==> src/design/assert_macros.svh <==
`ifndef ASSERT_MACROS_SVH
`define ASSERT_MACROS_SVH

// clocked property check, off while reset is asserted
`define ASSERT_CLK(lbl, clk, rst_n, prop) \
    lbl: assert property (@(posedge clk) disable iff (!rst_n) prop) \
        else $error("assertion failed");

// condition that must never be seen at a clock edge
`define ASSERT_NEVER(lbl, clk, rst_n, expr) \
    lbl: assert property (@(posedge clk) disable iff (!rst_n) !(expr)) \
        else $error("forbidden condition seen");

`endif

==> src/design/afvm_pkg.sv <==
package afvm_pkg;

    // item fields
    localparam int ADC_W  = 12;
    localparam int TIME_W = 32;
    localparam int VIN_W  = 17;

    localparam int IN_FW  = ADC_W + TIME_W;
    localparam int IN_DW  = ((IN_FW + 7) / 8) * 8;
    localparam int OUT_FW = 1 + VIN_W + 1;
    localparam int OUT_DW = ((OUT_FW + 7) / 8) * 8;

    // configuration
    localparam int POLL_W  = 16;
    localparam int START_W = 16;
    localparam int THR_W   = 17;
    localparam int DBR_W   = 8;
    localparam int DBM_W   = 22;
    localparam int CFG_DW  = 22;
    localparam int CFG_AW  = 3;

    localparam logic [POLL_W-1:0]  POLL_RST   = POLL_W'(500);
    localparam logic [START_W-1:0] START_RST  = START_W'(500);
    localparam logic [THR_W-1:0]   THR_RST    = THR_W'(1000);
    localparam logic [DBR_W-1:0]   DBR_RST    = DBR_W'(3);
    localparam logic [DBM_W-1:0]   DBM_RST    = DBM_W'(1500);
    localparam logic [POLL_W-1:0]  POLL_MIN   = POLL_W'(100);
    localparam logic [POLL_W-1:0]  POLL_MAX   = POLL_W'(60000);

    typedef enum logic [CFG_AW-1:0] {
        CFG_POLL     = 3'd0,
        CFG_START    = 3'd1,
        CFG_THRESH   = 3'd2,
        CFG_DB_READS = 3'd3,
        CFG_DB_MS    = 3'd4
    } t_cfg_idx;

    // averaging window
    localparam int WIN_DEPTH = 8;
    localparam int WIN_AW    = $clog2(WIN_DEPTH);
    localparam int FILL_W    = $clog2(WIN_DEPTH + 1);
    localparam int TOTAL_W   = ADC_W + WIN_AW;

    // scaling: vin = (avg * SCALE_NUM + SCALE_RND) / SCALE_DEN
    localparam int SCALE_NUM = 2967;
    localparam int SCALE_DEN = 100;
    localparam int SCALE_RND = 50;
    localparam int PROD_W    = $clog2(((1 << ADC_W) - 1) * SCALE_NUM + SCALE_RND + 1);

    // serial divider
    localparam int DVD_W  = PROD_W;
    localparam int DSR_W  = $clog2(SCALE_DEN + 1);
    localparam int DCNT_W = $clog2(DVD_W);

    // serial multiplier
    localparam int MCNT_W = $clog2(ADC_W);

    // debounce
    localparam int LOWC_W = 8;
    localparam logic [LOWC_W-1:0] LOW_MAX = LOWC_W'(255);

    typedef struct packed {
        logic [FILL_W-1:0]  fill;
        logic [TOTAL_W-1:0] total;
    } t_win_stat;

endpackage

==> src/design/averaged_fuse_voltage_monitor_top.sv <==
// Averaged fuse voltage monitor. Each input word carries a converter reading
// (adc_mv, bits 11:0) and a millisecond timestamp (now_ms, bits 43:12). A
// reading is taken only once the time has reached the start-up delay (latched
// once) and the poll interval has passed since the last taken reading. Taken
// readings enter an 8-deep moving window; the truncated mean is scaled to
// input millivolts as round(avg*29.67) and checked against the fuse threshold
// with a debounce on both reading count and elapsed time. Every input word
// yields exactly one output word. A rejected reading goes straight to the
// output stage; a taken reading is first averaged and scaled by the
// bit-serial restoring divider (24 steps, run once for the mean and once for
// the divide by 100) and the 12-step bit-serial multiplier. The output word
// register lets a finished word wait while the next reading is taken in.
`include "assert_macros.svh"

module averaged_fuse_voltage_monitor_top import afvm_pkg::*; (
    input  logic              i_clk,
    input  logic              i_rst_n,
    input  logic              s_axis_tvalid,
    output logic              s_axis_tready,
    input  logic [IN_DW-1:0]  s_axis_tdata,   // adc_mv, now_ms
    output logic              m_axis_tvalid,
    input  logic              m_axis_tready,
    output logic [OUT_DW-1:0] m_axis_tdata,   // accepted, vin_mv, fuse_blown
    input  logic              i_cfg_we,
    input  logic [CFG_AW-1:0] i_cfg_idx,
    input  logic [CFG_DW-1:0] i_cfg_wdata
);

    typedef enum logic [5:0] {
        S_IDLE = 6'b000001,
        S_AVG  = 6'b000010,
        S_MUL  = 6'b000100,
        S_SCL  = 6'b001000,
        S_JDG  = 6'b010000,
        S_OUT  = 6'b100000
    } t_state;

    t_state              r_state, n_state;
    logic                r_go, n_go;

    logic [POLL_W-1:0]   r_cfg_poll;
    logic [START_W-1:0]  r_cfg_start;
    logic [THR_W-1:0]    r_cfg_thr;
    logic [DBR_W-1:0]    r_cfg_dbr;
    logic [DBM_W-1:0]    r_cfg_dbm;

    logic                r_started;
    logic [TIME_W-1:0]   r_last;
    logic [TIME_W-1:0]   r_now;
    logic                r_take;
    logic [LOWC_W-1:0]   r_low_cnt;
    logic [TIME_W-1:0]   r_low_since;
    logic [VIN_W-1:0]    r_held_vin;
    logic                r_held_blown;
    logic                r_out_valid;
    logic [OUT_FW-1:0]   r_out_word;

    logic                in_acc;
    logic [ADC_W-1:0]    in_mv;
    logic [TIME_W-1:0]   in_now;
    logic [POLL_W-1:0]   poll_sat;
    logic                n_started;
    logic [TIME_W-1:0]   since_last;
    logic                take;
    logic                out_free;

    t_win_stat           win;
    logic                div_start;
    logic [DVD_W-1:0]    div_dvd;
    logic [DSR_W-1:0]    div_dsr;
    logic                div_done;
    logic [DVD_W-1:0]    div_quo;
    logic                mul_start;
    logic                mul_done;
    logic [PROD_W-1:0]   mul_prod;

    logic [VIN_W-1:0]    vin;
    logic                below;
    logic [LOWC_W-1:0]   n_low_cnt;
    logic [TIME_W-1:0]   n_low_since;
    logic [DBR_W-1:0]    need;
    logic                blown;

    // input side gating
    always_comb begin
        s_axis_tready = (r_state == S_IDLE) && i_rst_n;
        in_acc        = s_axis_tvalid && s_axis_tready;
        in_mv         = s_axis_tdata[ADC_W-1:0];
        in_now        = s_axis_tdata[ADC_W +: TIME_W];
        if (r_cfg_poll < POLL_MIN) begin
            poll_sat = POLL_MIN;
        end else if (r_cfg_poll > POLL_MAX) begin
            poll_sat = POLL_MAX;
        end else begin
            poll_sat = r_cfg_poll;
        end
        n_started  = r_started || (in_now >= TIME_W'(r_cfg_start));
        since_last = in_now - r_last;
        take       = n_started && (since_last >= TIME_W'(poll_sat));
        out_free   = !r_out_valid || m_axis_tready;
    end

    afvm_window u_window (
        .i_clk   (i_clk),
        .i_rst_n (i_rst_n),
        .i_push  (in_acc && take),
        .i_mv    (in_mv),
        .o_stat  (win)
    );

    // one divider serves the mean and the divide by 100
    always_comb begin
        div_start = r_go && ((r_state == S_AVG) || (r_state == S_SCL));
        mul_start = r_go && (r_state == S_MUL);
        if (r_state == S_SCL) begin
            div_dvd = mul_prod;
            div_dsr = DSR_W'(SCALE_DEN);
        end else begin
            div_dvd = DVD_W'(win.total);
            div_dsr = DSR_W'(win.fill);
        end
    end

    afvm_sdiv u_sdiv (
        .i_clk      (i_clk),
        .i_rst_n    (i_rst_n),
        .i_start    (div_start),
        .i_dividend (div_dvd),
        .i_divisor  (div_dsr),
        .o_done     (div_done),
        .o_quotient (div_quo)
    );

    afvm_smul u_smul (
        .i_clk     (i_clk),
        .i_rst_n   (i_rst_n),
        .i_start   (mul_start),
        .i_mcand   (div_quo[ADC_W-1:0]),
        .o_done    (mul_done),
        .o_product (mul_prod)
    );

    // debounce judgement on the fresh scaled value
    always_comb begin
        vin   = div_quo[VIN_W-1:0];
        below = (vin <= r_cfg_thr);
        if (below) begin
            n_low_since = (r_low_since == '0) ? r_now : r_low_since;
            n_low_cnt   = (r_low_cnt == LOW_MAX) ? r_low_cnt : (r_low_cnt + 1'b1);
        end else begin
            n_low_since = '0;
            n_low_cnt   = '0;
        end
        need  = (r_cfg_dbr == '0) ? DBR_W'(1) : r_cfg_dbr;
        blown = (n_low_cnt >= need) && (n_low_since != '0)
                && ((r_now - n_low_since) >= TIME_W'(r_cfg_dbm));
    end

    always_comb begin
        n_state = r_state;
        n_go    = 1'b0;
        case (r_state)
            S_IDLE: begin
                if (in_acc) begin
                    n_state = take ? S_AVG : S_OUT;
                    n_go    = take;
                end
            end
            S_AVG: begin
                if (div_done) begin
                    n_state = S_MUL;
                    n_go    = 1'b1;
                end
            end
            S_MUL: begin
                if (mul_done) begin
                    n_state = S_SCL;
                    n_go    = 1'b1;
                end
            end
            S_SCL: begin
                if (div_done) begin
                    n_state = S_JDG;
                end
            end
            S_JDG: begin
                n_state = S_OUT;
            end
            S_OUT: begin
                if (out_free) begin
                    n_state = S_IDLE;
                end
            end
            default: begin
                n_state = S_IDLE;
            end
        endcase
    end

    always_ff @(posedge i_clk) begin
        if (!i_rst_n) begin
            r_state      <= S_IDLE;
            r_go         <= 1'b0;
            r_started    <= 1'b0;
            r_last       <= '0;
            r_take       <= 1'b0;
            r_low_cnt    <= '0;
            r_low_since  <= '0;
            r_held_vin   <= '0;
            r_held_blown <= 1'b0;
            r_out_valid  <= 1'b0;
        end else begin
            r_state <= n_state;
            r_go    <= n_go;
            if (in_acc) begin
                r_started <= n_started;
                r_take    <= take;
                if (take) begin
                    r_last <= in_now;
                end
            end
            if (r_state == S_JDG) begin
                r_low_cnt    <= n_low_cnt;
                r_low_since  <= n_low_since;
                r_held_vin   <= vin;
                r_held_blown <= blown;
            end
            if ((r_state == S_OUT) && out_free) begin
                r_out_valid <= 1'b1;
            end else if (m_axis_tready) begin
                r_out_valid <= 1'b0;
            end
        end
    end

    always_ff @(posedge i_clk) begin
        if (in_acc) begin
            r_now <= in_now;
        end
        if ((r_state == S_OUT) && out_free) begin
            r_out_word <= {r_held_blown, r_held_vin, r_take};
        end
    end

    always_ff @(posedge i_clk) begin
        if (!i_rst_n) begin
            r_cfg_poll  <= POLL_RST;
            r_cfg_start <= START_RST;
            r_cfg_thr   <= THR_RST;
            r_cfg_dbr   <= DBR_RST;
            r_cfg_dbm   <= DBM_RST;
        end else if (i_cfg_we) begin
            case (t_cfg_idx'(i_cfg_idx))
                CFG_POLL:     r_cfg_poll  <= i_cfg_wdata[POLL_W-1:0];
                CFG_START:    r_cfg_start <= i_cfg_wdata[START_W-1:0];
                CFG_THRESH:   r_cfg_thr   <= i_cfg_wdata[THR_W-1:0];
                CFG_DB_READS: r_cfg_dbr   <= i_cfg_wdata[DBR_W-1:0];
                CFG_DB_MS:    r_cfg_dbm   <= i_cfg_wdata[DBM_W-1:0];
                default: begin
                end
            endcase
        end
    end

    assign m_axis_tvalid = r_out_valid;
    assign m_axis_tdata  = OUT_DW'(r_out_word);

    `ASSERT_CLK(a_div_start_state, i_clk, i_rst_n, div_start |-> (r_state == S_AVG || r_state == S_SCL))
    `ASSERT_CLK(a_blown_has_lows, i_clk, i_rst_n, r_held_blown |-> (r_low_cnt != '0))
    `ASSERT_CLK(a_low_since_clear, i_clk, i_rst_n, (r_low_cnt == '0) |-> (r_low_since == '0))

endmodule

==> src/design/afvm_window.sv <==
module afvm_window import afvm_pkg::*; (
    input  logic             i_clk,
    input  logic             i_rst_n,
    input  logic             i_push,
    input  logic [ADC_W-1:0] i_mv,
    output t_win_stat        o_stat
);

    logic [ADC_W-1:0]   r_smp [WIN_DEPTH];
    logic [FILL_W-1:0]  r_fill;
    logic [WIN_AW-1:0]  r_pos;
    logic [TOTAL_W-1:0] r_total;

    logic               full;
    logic [TOTAL_W-1:0] mv_ext;
    logic [TOTAL_W-1:0] old_ext;
    logic [TOTAL_W-1:0] n_total;
    logic [FILL_W-1:0]  n_fill;
    logic [WIN_AW-1:0]  n_pos;

    always_comb begin
        full    = (r_fill == FILL_W'(WIN_DEPTH));
        mv_ext  = TOTAL_W'(i_mv);
        old_ext = TOTAL_W'(r_smp[r_pos]);
        // oldest entry drops out once the window is full
        n_total = full ? (r_total - old_ext + mv_ext) : (r_total + mv_ext);
        n_fill  = full ? r_fill : (r_fill + 1'b1);
        n_pos   = (r_pos == WIN_AW'(WIN_DEPTH - 1)) ? '0 : (r_pos + 1'b1);
    end

    always_ff @(posedge i_clk) begin
        if (!i_rst_n) begin
            r_fill  <= '0;
            r_pos   <= '0;
            r_total <= '0;
        end else if (i_push) begin
            r_fill  <= n_fill;
            r_pos   <= n_pos;
            r_total <= n_total;
        end
    end

    always_ff @(posedge i_clk) begin
        if (i_push) begin
            r_smp[r_pos] <= i_mv;
        end
    end

    assign o_stat.fill  = r_fill;
    assign o_stat.total = r_total;

endmodule

==> src/design/afvm_sdiv.sv <==
`include "assert_macros.svh"

// restoring divider, one quotient bit per cycle, MSB first
module afvm_sdiv import afvm_pkg::*; (
    input  logic             i_clk,
    input  logic             i_rst_n,
    input  logic             i_start,
    input  logic [DVD_W-1:0] i_dividend,
    input  logic [DSR_W-1:0] i_divisor,
    output logic             o_done,
    output logic [DVD_W-1:0] o_quotient
);

    logic              r_busy;
    logic              r_done;
    logic [DCNT_W-1:0] r_cnt;
    logic [DSR_W-1:0]  r_rem;
    logic [DSR_W-1:0]  r_dsr;
    logic [DVD_W-1:0]  r_quo;

    logic [DSR_W:0]    trial;
    logic [DSR_W:0]    diff;
    logic              ge;
    logic [DSR_W-1:0]  n_rem;
    logic              last;

    always_comb begin
        trial = {r_rem, r_quo[DVD_W-1]};
        diff  = trial - {1'b0, r_dsr};
        ge    = (trial >= {1'b0, r_dsr});
        n_rem = ge ? diff[DSR_W-1:0] : trial[DSR_W-1:0];
        last  = (r_cnt == DCNT_W'(DVD_W - 1));
    end

    always_ff @(posedge i_clk) begin
        if (!i_rst_n) begin
            r_busy <= 1'b0;
            r_done <= 1'b0;
            r_cnt  <= '0;
        end else if (i_start) begin
            r_busy <= 1'b1;
            r_done <= 1'b0;
            r_cnt  <= '0;
        end else if (r_busy) begin
            r_cnt  <= r_cnt + 1'b1;
            r_busy <= !last;
            r_done <= last;
        end else begin
            r_done <= 1'b0;
        end
    end

    // dividend bits leave at the top while quotient bits enter at the bottom
    always_ff @(posedge i_clk) begin
        if (i_start) begin
            r_rem <= '0;
            r_dsr <= i_divisor;
            r_quo <= i_dividend;
        end else if (r_busy) begin
            r_rem <= n_rem;
            r_quo <= {r_quo[DVD_W-2:0], ge};
        end
    end

    assign o_done     = r_done;
    assign o_quotient = r_quo;

    `ASSERT_NEVER(a_start_while_busy, i_clk, i_rst_n, i_start && r_busy)
    `ASSERT_CLK(a_done_after_busy, i_clk, i_rst_n, r_done |-> (!r_busy && $past(r_busy)))
    `ASSERT_CLK(a_cnt_range, i_clk, i_rst_n, r_busy |-> (r_cnt <= DCNT_W'(DVD_W - 1)))

endmodule

==> src/design/afvm_smul.sv <==
// shift-add multiply by the scale numerator, one multiplier bit per cycle,
// accumulator seeded with the rounding term
module afvm_smul import afvm_pkg::*; (
    input  logic              i_clk,
    input  logic              i_rst_n,
    input  logic              i_start,
    input  logic [ADC_W-1:0]  i_mcand,
    output logic              o_done,
    output logic [PROD_W-1:0] o_product
);

    logic              r_busy;
    logic              r_done;
    logic [MCNT_W-1:0] r_cnt;
    logic [ADC_W-1:0]  r_bits;
    logic [PROD_W-1:0] r_addend;
    logic [PROD_W-1:0] r_acc;

    logic              last;

    assign last = (r_cnt == MCNT_W'(ADC_W - 1));

    always_ff @(posedge i_clk) begin
        if (!i_rst_n) begin
            r_busy <= 1'b0;
            r_done <= 1'b0;
            r_cnt  <= '0;
        end else if (i_start) begin
            r_busy <= 1'b1;
            r_done <= 1'b0;
            r_cnt  <= '0;
        end else if (r_busy) begin
            r_cnt  <= r_cnt + 1'b1;
            r_busy <= !last;
            r_done <= last;
        end else begin
            r_done <= 1'b0;
        end
    end

    always_ff @(posedge i_clk) begin
        if (i_start) begin
            r_bits   <= i_mcand;
            r_addend <= PROD_W'(SCALE_NUM);
            r_acc    <= PROD_W'(SCALE_RND);
        end else if (r_busy) begin
            r_bits   <= r_bits >> 1;
            r_addend <= r_addend << 1;
            if (r_bits[0]) begin
                r_acc <= r_acc + r_addend;
            end
        end
    end

    assign o_done    = r_done;
    assign o_product = r_acc;

endmodule
==> config.mk <==
export PLATFORM = sky130hd
export DESIGN_NAME = averaged_fuse_voltage_monitor_top
export DESIGN_NICKNAME = d
export VERILOG_FILES = /design/src/design/afvm_pkg.sv /design/src/design/averaged_fuse_voltage_monitor_top.sv /design/src/design/afvm_window.sv /design/src/design/afvm_sdiv.sv /design/src/design/afvm_smul.sv
export VERILOG_INCLUDE_DIRS = /design/src /design/src/design
export SDC_FILE = /design/constraint.sdc
export NUM_CORES = 1
export LEC_CHECK = 0
export BUFFER_PORTS_ARGS = -buffer_cell sky130_fd_sc_hd__buf_4
export CORE_MARGIN = 2
export CORE_UTILIZATION = 55
export CTS_CLUSTER_SIZE = 25
export DETAILED_ROUTE_END_ITERATION = 12
export PLACE_DENSITY = 0.82
export SLEW_MARGIN = 20
export SYNTH_ARGS = -nofsm -noshare
export SYNTH_HDL_FRONTEND = slang
export SYNTH_SLANG_ARGS = --single-unit
export TNS_END_PERCENT = 100
==> constraint.sdc <==
create_clock -name i_clk -period 6.8 [get_ports i_clk]
set_clock_uncertainty 0.15 [all_clocks]
set_input_delay 0.34 -clock i_clk [delete_from_list [all_inputs] [get_ports i_clk]]
set_output_delay 0.34 -clock i_clk [all_outputs]
set_load 0.005 [all_outputs]
==> results of run 1 <==
flip-flops by register name, summed over array words and instances (netlist names), 22 cells and up, named ones only:
name,flops
u_window.r_smp,96
r_last,32
r_low_since,32
r_now,32
u_sdiv.o_quotient,24
u_smul.o_product,24
u_smul.r_addend,24
r_cfg_dbm,22
cell usage in the layout, fill, tap and decap left out, drive strengths merged, types with 67 or more instances in the layout:
cell / instances
a21oi: 266
a21o: 87
nand2: 469
o21ai: 82
dlygate4sd3: 67
dfxtp: 272
inv: 199
edfxtp: 188
nor2: 192
ha: 206
buf: 138
final timing paths:
check	start	to	slack [ns]
worst max-delay path	u_sdiv.o_quotient[11]$_DFFE_PP_	r_held_blown$_SDFFE_PN0P_	0.35
worst min-delay path	s_axis_tvalid	r_started$_SDFFE_PN0P_	0.04
worst max register to register	u_sdiv.o_quotient[11]$_DFFE_PP_	r_held_blown$_SDFFE_PN0P_	0.35
worst min register to register	r_take$_SDFFE_PN0P_	r_out_word[0]$_DFFE_PP_	0.28
stage by stage:
| stage | worst slack [ns] | util |
|---|---|---|
| finish | 0.352 | 0.639 |
| floorplan | 0.400 | - |
| global placement | 0.309 | 0.582 |
| CTS | 0.0187 | 0.635 |
| detailed placement | 0.0224 | 0.582 |
| global route | 0.00693 | 0.639 |
cells by family after synthesis:
| group | Yosys count |
|---|---|
| adder cells (fa/ha/maj) | 223 |
| XOR/XNOR | 96 |
| buffers and inverters | 314 |
| AND/OR/NAND/NOR | 952 |
| AO/OA/AOI/OAI | 663 |
| other | 1 |
| multiplexers | 76 |
| flip-flops | 460 |
area by class of cell:
| class | instances | area [µm²] |
|---|---|---|
| clock inverter | 30 | 413 |
| inverter | 196 | 741 |
| tap | 607 | 759 |
| sequential | 460 | 11100 |
| multi-input combinational | 2015 | 13600 |
| fill | 3541 | 16700 |
| timing repair buffer | 205 | 1740 |
| antenna | 2 | 5.00 |
| clock buffer | 60 | 1360 |
layer usage:
| layer | vias to the layer above | GRT usage | wire length, µm |
|---|---|---|---|
| met5 | - | 0 | 0 |
| met4 | 0 | 0.142 | 3310 |
| met3 | 207 | 0.0427 | 4990 |
| met2 | 852 | 0.470 | 32400 |
| met1 | 10300 | 0.351 | 27600 |
| li1 | 10200 | - | - |
timing repair:
action                                 in CTS  in global routing
gates resized for setup                     1                 18
endpoints found under the hold margin     240                  0
setup endpoints to repair                   1                  1
buffers inserted                            0                 15
pin swaps                                   0                  5
hold buffers                               67                  0
gates cloned                                0                  0
power by group through the flow:
stage                     clock network [W]  registers (W)  logic, W
after CTS                           0.00295        0.00300   0.00116
after global placement                    0        0.00306   0.00107
after detailed placement                  0        0.00306   0.00112
after floorplan                           0        0.00304  0.000847
after global routing                0.00305        0.00301   0.00132
final                               0.00292        0.00301   0.00119
worst max-delay path: cells and delay by family, from the launching register on:
| kind | cells | cell delay, ns |
|---|---|---|
| and+or+nand+nor | 11 | 2.51 |
| adders and majority gates | 3 | 0.95 |
| xor gates and xnor gates | 1 | 0.13 |
| AOI/OAI and AO/OA | 12 | 1.90 |
| DFF | 1 | 0.48 |
| buffers and inverters | 1 | 0.18 |
==> key figures, run 1 <==
Floorplan
  • Starting Density: 0.555
  • Core ar.: 46,500 µm²
  • Die width: 221 µm
  • Vert. Die Dim: 221 µm
  • Num ports: 104
  • Rows: 79
  • Die area: 48,600 µm²

Run status
  • Status: finished clean

STA
  • Min Tclk post-route: 6.45 ns
  • Fmax: 155 MHz
  • Hold_ws: 0.0439 ns
  • Max Slew Vio Count: 0
  • Setup Viol. Count Final: 0
  • RSZ-0062 raised after global routing: no
  • Final hold viol count: 0
  • Worst slew pin tran: 1.07 ns
  • Setup TNS: 0 ns
  • Final cycle utilization of the critical path: 0.948
  • Relative slew slack: 0.279

Worst setup path
  • Data required, critical path: 7.11 ns
  • Critical-path maximum fanout: 6
  • WS Path Type: flip-flop to flip-flop
  • Crit path top cell by count: ha_1
  • Critical Path Start Type: flip-flop
  • Slowest cell on crit path: or4_1
  • Critical Path AT: 6.76 ns
  • Reg2reg path depth: 28
  • CP max stage delay: 0.56 ns
  • CP endpoint kind: flip-flop

Synthesis
  • Syn_area_per_cell: 9.26 µm²
  • Synth area leaders: edfxtp_1 22%, dfxtp_1 21%, ha_1 10%
  • Seq/Total Area, Yosys: 0.430
  • Syn Std Cell Area: 25,800 µm²
  • Post-synthesis simple-gate area fraction: 0.166
  • Adder-cell share of the synthesized area: 0.113
  • Largest family of logic cells by synthesized area: compound AO/OA/AOI/OAI gates
  • Ys async rst share: 0
  • Most common cell in the synthesized netlist: nand2_1
  • Most common flop cell mapped by yosys: dfxtp_1
  • Mux cell area share after synthesis: 0.0417
  • Xor/xnor cell area share of the yosys netlist: 0.0326
  • Top cell type's share of synthesized area: 0.219
  • Compound-Gate Fraction of Synth Area: 0.168
  • Number of enable flip-flop cells after synthesis: 188
  • Netlist cell types: 84
  • Synth top cells by count: 469 x nand2_1, 272 x dfxtp_1, 265 x a21oi_1, 206 x ha_1, 194 x inv_1
  • Largest area contributor in the netlist: edfxtp_1
  • Synth Register Bits: 460
  • Gate Count Post-Synth: 2,785
  • Yosys warns: 0

Power
  • Combinational group share of total power: 0.167
  • Pleak: 11.9 nW
  • P_sw: 0.00189 W
  • P per Cell Area: 240 nW/µm²
  • Clock power frac: 0.411
  • Design Power: 0.00712 W
  • Worst IR drop on VDD: 207 µV
  • Int Pwr: 0.00523 W
  • Sw frac: 0.266
  • Share of power burned in registers: 0.422

Global routing
  • Total Routing Usage GR: 0.280
  • First-pass GRT wire length: 108 mm
  • Remaining Overflow, GRT: 0
  • Number of global-route vias before repair: 21,100
  • Largest net degree at the start of global routing: 104
  • Initial antenna violation count: 2

Finish
  • Fin nets: 3,227
  • Area Overhead vs Synth: 15.2%
  • Finished Layout Cells: 3,575
  • Layout cells sized above 1: 0.108
  • Cell area after layout: 29,700 µm²

Drt
  • Via count: 21,500
  • Avg WL per Cell: 19.1 µm
  • DR pass1 iterations: 6
  • Number of remaining DRC errors: 0
  • Iter 0 DRT Violations: 1,938
  • Routed WL: 68.3 mm
  • Detail Route Antenna Nets: 0
  • Via-per-instance ratio: 6.01

Worst hold path
  • Hold/Removal Path Class: input pin to flip-flop
  • Hold depth: 4

CTS
  • Total CTS buffers: 48
  • CTS tree: built
  • CTS Sinks: 460
  • Clock latency on the worst-skew pair: 0.61 ns
  • H-tree Lvls: 2
  • CTS Buffer Depth: 3
  • Reg clk slew, reported paths: 0.06 ns
  • Clk Tree Root Cell: clkbuf_16

Job
  • Max-cap violations: 0

Placed design
  • HPWL after DPL: 47.9 mm
  • Placed cell area: 27,000 µm²
  • Placed cell count: 3,400
  • GP Congestion: 0.931
  • Input/output buffers: 94
No activity file was read; power rests on OpenSTA's default activity.
==> inputs of run 2 (changes only) <==
--- a/config.mk
+++ b/config.mk
@@ -11,8 +11,7 @@
 export CORE_UTILIZATION = 55
 export CTS_CLUSTER_SIZE = 25
 export DETAILED_ROUTE_END_ITERATION = 12
-export PLACE_DENSITY = 0.82
-export SLEW_MARGIN = 20
+export PLACE_DENSITY = 0.79
 export SYNTH_ARGS = -nofsm -noshare
 export SYNTH_HDL_FRONTEND = slang
 export SYNTH_SLANG_ARGS = --single-unit
==> constraint.sdc (replaced) <==
create_clock -name i_clk -period 7.01 [get_ports i_clk]
set_clock_uncertainty 0.15 [all_clocks]
set_input_delay 0.3505 -clock i_clk [delete_from_list [all_inputs] [get_ports i_clk]]
set_output_delay 0.3505 -clock i_clk [all_outputs]
set_load 0.005 [all_outputs]
==> key figures, run 2 (same netlist as run 1, synthesis figures left out) <==
Run status
  • Status: finished clean

Worst setup path
  • Reg2reg path depth: 27 (-3.6%)
  • Critical Path AT: 6.98 ns (+0.22 ns)
  • Critical-path maximum fanout: 5 (-1)
  • CP max stage delay: 0.56 ns (about the same)
  • WS Path Type: flip-flop to flip-flop
  • CP endpoint kind: flip-flop
  • Worst r2r src: u_sdiv.o_quotient[14]$_DFFE_PP_
  • Crit path top cell by count: ha_1
  • Slowest cell on crit path: or4_1
  • RR Endpoint: r_held_blown$_SDFFE_PN0P_
  • Critical Path Start Type: flip-flop
  • Setup slack, reg-to-reg: 0.35 ns (about the same)
  • Data required, critical path: 7.33 ns (+0.22 ns)

STA
  • Relative slew slack: 0.225 (-0.0535)
  • Fin worst setup slack: 0.349 ns (-0.00283 ns)
  • RSZ-0062 raised after global routing: no
  • Max Slew Vio Count: 0 (unchanged)
  • Min Tclk post-route: 6.66 ns (+0.213 ns)
  • Final hold viol count: 0 (unchanged)
  • Setup TNS: 0 ns (unchanged)
  • Final cycle utilization of the critical path: 0.950 (+0.00195)
  • Fmax: 150 MHz (-3.2%)
  • Setup Viol. Count Final: 0 (unchanged)
  • Hold_ws: 0.0518 ns (+0.00786 ns)
  • Worst slew pin tran: 1.16 ns (+0.0870 ns)

Global routing
  • Remaining Overflow, GRT: 0 (unchanged)
  • Largest net degree at the start of global routing: 96 (-7.7%)
  • Initial antenna violation count: 3 (+1)
  • Total Routing Usage GR: 0.279 (-0.00101)
  • First-pass GRT wire length: 107 mm (-0.54%)
  • Number of global-route vias before repair: 20,600 (-2.2%)

Power
  • Design Power: 0.00688 W (-3.3%)
  • P per Cell Area: 233 nW/µm² (-2.8%)
  • Worst IR drop on VDD: 211 µV (+2.1%)
  • Pleak: 11.8 nW (-0.86%)

CTS
  • Clk Tree Root Cell: clkbuf_16
  • Reg clk slew, reported paths: 0.07 ns (about the same)
  • CTS Buffer Depth: 3 (unchanged)
  • H-tree Lvls: 2 (unchanged)
  • Clock latency on the worst-skew pair: 0.61 ns (about the same)
  • Total CTS buffers: 48 (unchanged)
  • CTS Sinks: 460 (unchanged)
  • CTS tree: built

Floorplan
  • Die area: 48,600 µm² (unchanged)
  • Die width: 221 µm (unchanged)
  • Starting Density: 0.555 (unchanged)
  • Rows: 79 (unchanged)
  • Core ar.: 46,500 µm² (unchanged)
  • Num ports: 104 (unchanged)
  • Vert. Die Dim: 221 µm (unchanged)

Drt
  • Detail Route Antenna Nets: 0 (unchanged)
  • Routed WL: 67.5 mm (-1.2%)
  • Via count: 21,300 (-0.93%)
  • DR pass1 iterations: 5 (-1)
  • Iter 0 DRT Violations: 1,626 (-16%)
  • Via-per-instance ratio: 5.99 (-0.48%)
  • Avg WL per Cell: 19.0 µm (-0.73%)
  • Number of remaining DRC errors: 0 (unchanged)

Placed design
  • Input/output buffers: 94 (unchanged)
  • HPWL after DPL: 47.5 mm (-0.80%)
  • Setup WS pre-CTS: 0.147 ns (+0.124 ns)
  • GP Congestion: 0.924 (-0.73%)

Finish
  • Most common cell after layout, fill and taps aside: nand2_1
  • Area Overhead vs Synth: 14.6%
  • Max reg flops: 96 (unchanged)
  • Most flop-heavy register: u_window.r_smp
  • Fin nets: 3,212 (-0.46%)
  • Most frequent cells in the layout: 469 x nand2_1, 272 x dfxtp_1, 262 x a21oi_1
  • Layout cells sized above 1: 0.100 (-0.00755)

Worst hold path
  • Hold depth: 4 (unchanged)
  • Min-delay src: s_axis_tvalid
  • Hold/Removal Path Class: input pin to flip-flop
  • Endpoint, Worst Hold: r_started$_SDFFE_PN0P_

Job
  • Max-cap violations: 0 (unchanged)
==> run 2: cell types whose count changed in the layout (fill, tap and decap cells not counted), moves of 3 or more <==
cell	previous run	this run
clkinv_4	1	4
clkinv_1	6	9
buf_4	135	121
clkinvlp_4	2	6
clkbuf_8	7	0
==> run 2: metrics by stage <==
stage | utilization | instance area (µm²) | std cells
final | 0.636 | 29600 | 3559
after global routing | 0.636 | 29600 | 3559
after CTS | 0.634 | 29500 | 3554
after detailed placement | 0.582 | 27000 | 3398
after global placement | 0.582 | 27000 | 3398
after floorplan | - | 25800 | 2789
==> run 2: cell type report <==
class,count,area [µm²]
clock inverter,38,522
timing repair buffer,190,1620
multi-input combinational,2015,13600
inverter,196,741
antenna,2,5.00
fill,3626,16900
tap,607,759
clock buffer,51,1230
sequential,460,11100
==> run 2: power by group <==
group / total (W) / switching [W] / leakage [nW] / internal (W)
logic: 0.00115 / 0.000650 / 7.05 / 0.000496
clock network: 0.00282 / 0.00112 / 0.836 / 0.00170
registers: 0.00291 / 0.0000602 / 3.92 / 0.00285
total: 0.00688 / 0.00183 / 11.8 / 0.00505
==> run 2: worst max path at each step <==
stage                                         start                        end  cells after the start
floorplan            u_sdiv.o_quotient[3]$_DFFE_PP_  r_held_blown$_SDFFE_PN0P_                     27
detailed placement  u_sdiv.o_quotient[15]$_DFFE_PP_  r_held_blown$_SDFFE_PN0P_                     28
global route        u_sdiv.o_quotient[14]$_DFFE_PP_  r_held_blown$_SDFFE_PN0P_                     27
finish              u_sdiv.o_quotient[14]$_DFFE_PP_  r_held_blown$_SDFFE_PN0P_                     27
global placement    u_sdiv.o_quotient[14]$_DFFE_PP_  r_held_blown$_SDFFE_PN0P_                     25
CTS                  u_sdiv.o_quotient[5]$_DFFE_PP_  r_held_blown$_SDFFE_PN0P_                     29
==> run 2: repair_timing <==
action | CTS | global route
hold buffers | 67 | 0
resized for setup | 0 | 12
endpoints found under the setup margin | 0 | 1
endpoints found under the hold margin | 240 | 0
buffers inserted | 0 | 2
==> run 2: critical path: cells and delay by family, from the launching register on <==
| kind | cells | cell delay [ns] |
|---|---|---|
| adder cells (fa/ha/maj) | 3 | 0.91 |
| flip-flops | 1 | 0.42 |
| AND/OR/NAND/NOR | 10 | 2.51 |
| XOR/XNOR | 1 | 0.13 |
| AO/OA/AOI/OAI | 13 | 2.38 |
==> run 2: routing by layer <==
layer / global-route usage / share of wire / up-vias
li1: - / - / 10100
met1: 0.355 / 0.41 / 10300
met2: 0.478 / 0.48 / 753
met3: 0.0404 / 0.063 / 167
met4: 0.112 / 0.041 / 2
met5: 0 / 0.00016 / -
==> inputs of run 3 (changes only) <==
--- a/config.mk
+++ b/config.mk
@@ -6,6 +6,7 @@
 export SDC_FILE = /design/constraint.sdc
 export NUM_CORES = 1
 export LEC_CHECK = 0
+export ABC_AREA = 1
 export BUFFER_PORTS_ARGS = -buffer_cell sky130_fd_sc_hd__buf_4
 export CORE_MARGIN = 2
 export CORE_UTILIZATION = 55
@@ -14,5 +15,6 @@
 export PLACE_DENSITY = 0.79
 export SYNTH_ARGS = -nofsm -noshare
 export SYNTH_HDL_FRONTEND = slang
+export SYNTH_HIERARCHICAL = 1
 export SYNTH_SLANG_ARGS = --single-unit
 export TNS_END_PERCENT = 100
==> key figures, run 3 <==
Finish
  • Most frequent cells in the layout: 1,081 x nand2_1, 628 x inv_1, 427 x nor2_1
  • Layout cells sized above 1: 0.0660 (-0.0340)
  • Most flop-heavy register: u_window/r_smp
  • Fill cell count: 4,517 (+25%)
  • Most common cell after layout, fill and taps aside: nand2_1
  • Ant. Diodes: 0 (-2)
  • Finished Layout Cells: 4,874 (+37%)
  • Area Overhead vs Synth: 12.5%
  • Max reg flops: 96 (unchanged)
  • Fin nets: 4,453 (+39%)

Drt
  • Detail Route Antenna Nets: 0 (unchanged)
  • Via count: 26,200 (+23%)
  • Via-per-instance ratio: 5.38 (-10%)
  • Routed WL: 75.8 mm (+12%)
  • Number of remaining DRC errors: 0 (unchanged)
  • Avg WL per Cell: 15.5 µm (-18%)
  • Iter 0 DRT Violations: 2,278 (+40%)
  • DR pass1 iterations: 7 (+2)

STA
  • RSZ-0062 raised after global routing: no
  • Setup TNS: 0 ns (unchanged)
  • Final hold viol count: 0 (unchanged)
  • Fmax: 182 MHz (+21%)
  • Fin worst setup slack: 1.52 ns (+1.17 ns)
  • Setup Viol. Count Final: 0 (unchanged)
  • Relative slew slack: 0.181 (-0.0447)
  • Final cycle utilization of the critical path: 0.784 (-0.167)
  • Max Slew Vio Count: 0 (unchanged)
  • Min Tclk post-route: 5.49 ns (-1.17 ns)
  • Hold_ws: 0.0519 ns (+0.000152 ns)
  • Worst slew pin tran: 1.22 ns (+0.0638 ns)

CTS
  • H-tree Lvls: 2 (unchanged)
  • CTS Sinks: 462 (+0.43%)
  • CTS-repair resized insts: 0 (unchanged)
  • CTS tree: built
  • Clock latency on the worst-skew pair: 0.62 ns (about the same)
  • Total CTS buffers: 51 (+6.3%)
  • Reg clk slew, reported paths: 0.06 ns (about the same)
  • CTS Buffer Depth: 3 (unchanged)
  • Clk Tree Root Cell: clkbuf_16

Worst setup path
  • Critical Path AT: 5.58 ns (-1.40 ns)
  • Critical Path Start Type: input pin
  • Slowest cell on crit path: nor2_1
  • Crit path top cell by count: nand2_1
  • Reg2reg path depth: 28 (+3.7%)
  • Setup slack, reg-to-reg: 1.53 ns (+1.18 ns)
  • WS Path Type: input pin to flip-flop
  • Worst r2r src: u_sdiv/o_quotient[8]$_DFFE_PP_
  • CP endpoint: u_window/r_smp[4][10]$_DFFE_PP_
  • CP max stage delay: 0.92 ns (+0.36 ns)
  • Worst Setup SP: s_axis_tdata[12]
  • Critical-path maximum fanout: 24 (+19)
  • RR Endpoint: r_held_blown$_SDFFE_PN0P_
  • CP endpoint kind: flip-flop
  • Data required, critical path: 7.09 ns (-0.24 ns)

Global routing
  • Number of global-route vias before repair: 24,500 (+19%)
  • First-pass GRT wire length: 122 mm (+14%)
  • Total Routing Usage GR: 0.279 (about the same)
  • Largest net degree at the start of global routing: 112 (+17%)
  • Initial antenna violation count: 0 (-3)
  • Remaining Overflow, GRT: 0 (unchanged)

Power
  • Int Pwr: 0.00562 W (+11%)
  • Design Power: 0.00886 W (+29%)
  • Share of power burned in registers: 0.348 (-0.076)
  • P_sw: 0.00323 W (+76%)
  • Clock power frac: 0.311 (-0.099)
  • P per Cell Area: 273 nW/µm² (+17%)
  • Pleak: 15.4 nW (+30%)
  • Combinational group share of total power: 0.341 (+0.174)
  • Worst IR drop on VDD: 254 µV (+21%)
  • Sw frac: 0.365 (+0.0986)

Job
  • Max-cap violations: 0 (unchanged)

Placed design
  • GP Congestion: 0.972 (+5.2%)
  • HPWL after DPL: 54.8 mm (+15%)
  • Placed cell count: 4,709 (+39%)
  • Setup WS pre-CTS: 1.49 ns (+1.34 ns)
  • Input/output buffers: 94 (unchanged)

Worst hold path
  • Hold/Removal Path Class: input pin to flip-flop

Synthesis
  • Largest area contributor in the netlist: edfxtp_1
  • Netlist cell types: 59 (-30%)
  • Synth area leaders: edfxtp_1 20%, dfxtp_1 19%, nand2_1 14%
  • Syn_area_per_cell: 7.16 µm² (-23%)
  • Most common flop cell mapped by yosys: dfxtp_1
  • Ys async rst share: 0 (unchanged)
  • Most common cell in the synthesized netlist: nand2_1
  • Number of enable flip-flop cells after synthesis: 190 (+1.1%)
  • Top cell type's share of synthesized area: 0.198 (-0.0210)
  • Syn Std Cell Area: 28,800 µm² (+12%)
  • Synth top cells by count: 1,081 x nand2_1, 628 x inv_1, 430 x nor2_1, 272 x dfxtp_1, 272 x o21ai_0
  • Seq/Total Area, Yosys: 0.387 (-0.0433)
  • Gate Count Post-Synth: 4,024 (+44%)
  • Yosys warns: 6 (+6)
  • Synth Register Bits: 462 (+0.43%)

Floorplan
  • Die area: 54,300 µm² (+12%)
  • Vert. Die Dim: 233 µm (+5.6%)
  • Rows: 83 (+5.1%)
  • Core ar.: 51,600 µm² (+11%)
  • Num ports: 104 (unchanged)
  • Die width: 233 µm (+5.6%)
  • Starting Density: 0.559 (+0.00355)

Run status
  • Status: finished clean
## run 3: changes by cell type after synthesis, sizes merged, moves of 79 or more
| cell | previous run | this run |
|---|---|---|
| o21ai | 82 | 293 |
| inv | 195 | 644 |
| a21o | 87 | 8 |
| nand3 | 43 | 182 |
| nand2 | 469 | 1096 |
| nor2 | 192 | 452 |
## run 3: metrics by stage
step           instance area (µm²)   util
4_1_cts                      32400  0.628
5_1_grt                      32400  0.628
6_report                     32400  0.628
3_5_place_dp                 30000  0.581
3_3_place_gp                 30000  0.581
2_1_floorplan                28900      -
## run 3: critical path, delay by kind of cell
kind          cells  cell delay (ns)
simple gates     18             2.61
buf+inv           9             1.54
fa+ha+maj         3             0.86
xor+xnor          1             0.16
## run 3: what timing repair did
item / in CTS / in global routing
setup buffers: 0 / 0
hold endpoints to repair: 241 / 0
hold buffers: 69 / 0
## run 3: cell type report
cell class              count  area, µm²  area share
multi-input cells        2807      14700       0.454
flip-flops and latches    462      11200       0.344
inverters                 648       2440      0.0751
repair buffers            181       1530      0.0472
clock buffers              63       1360      0.0420
well taps                 680        851      0.0262
clock inverters            33        378      0.0116
## run 3: how the worst min path moves through the flow
stage               cells past startpoint  slack (ns)                        from                   endpoint
floorplan                               0        0.25  r_held_vin[0]$_SDFFE_PN0P_    r_out_word[1]$_DFFE_PP_
global placement                        0        0.26  r_held_vin[9]$_SDFFE_PN0P_   r_out_word[10]$_DFFE_PP_
detailed placement                      0        0.27  r_held_vin[5]$_SDFFE_PN0P_    r_out_word[6]$_DFFE_PP_
CTS                                     4        0.02                i_cfg_idx[1]  r_cfg_dbr[1]$_SDFFE_PN1P_
global route                            5         0.1                i_cfg_idx[1]  r_cfg_dbr[0]$_SDFFE_PN1P_
finish                                  4        0.05                i_cfg_idx[1]  r_cfg_dbr[1]$_SDFFE_PN1P_
## run 3: cell families after synthesis
| group | Yosys count | synth area share |
|---|---|---|
| buffers and inverters | 760 | 0.103 |
| adders and majority gates | 224 | 0.102 |
| AOI/OAI and AO/OA | 658 | 0.123 |
| xor gates and xnor gates | 58 | 0.0176 |
| and+or+nand+nor | 1861 | 0.268 |
| DFF | 462 | 0.387 |
| other | 1 | 0.000130 |
## run 3: power by group through the flow
stage | logic [W] | clock network (W) | registers, W
6_report | 0.00302 | 0.00276 | 0.00309
5_1_grt | 0.00345 | 0.00290 | 0.00310
4_1_cts | 0.00298 | 0.00280 | 0.00308
3_5_place_dp | 0.00292 | 0 | 0.00314
3_3_place_gp | 0.00285 | 0 | 0.00313
2_1_floorplan | 0.00226 | 0 | 0.00310
## run 3: routing by layer
layer  global-route usage  part of all wire
met4                0.125             0.043
met1                0.350              0.42
met2                0.479              0.47
met3               0.0346             0.060
met5                    0                 0
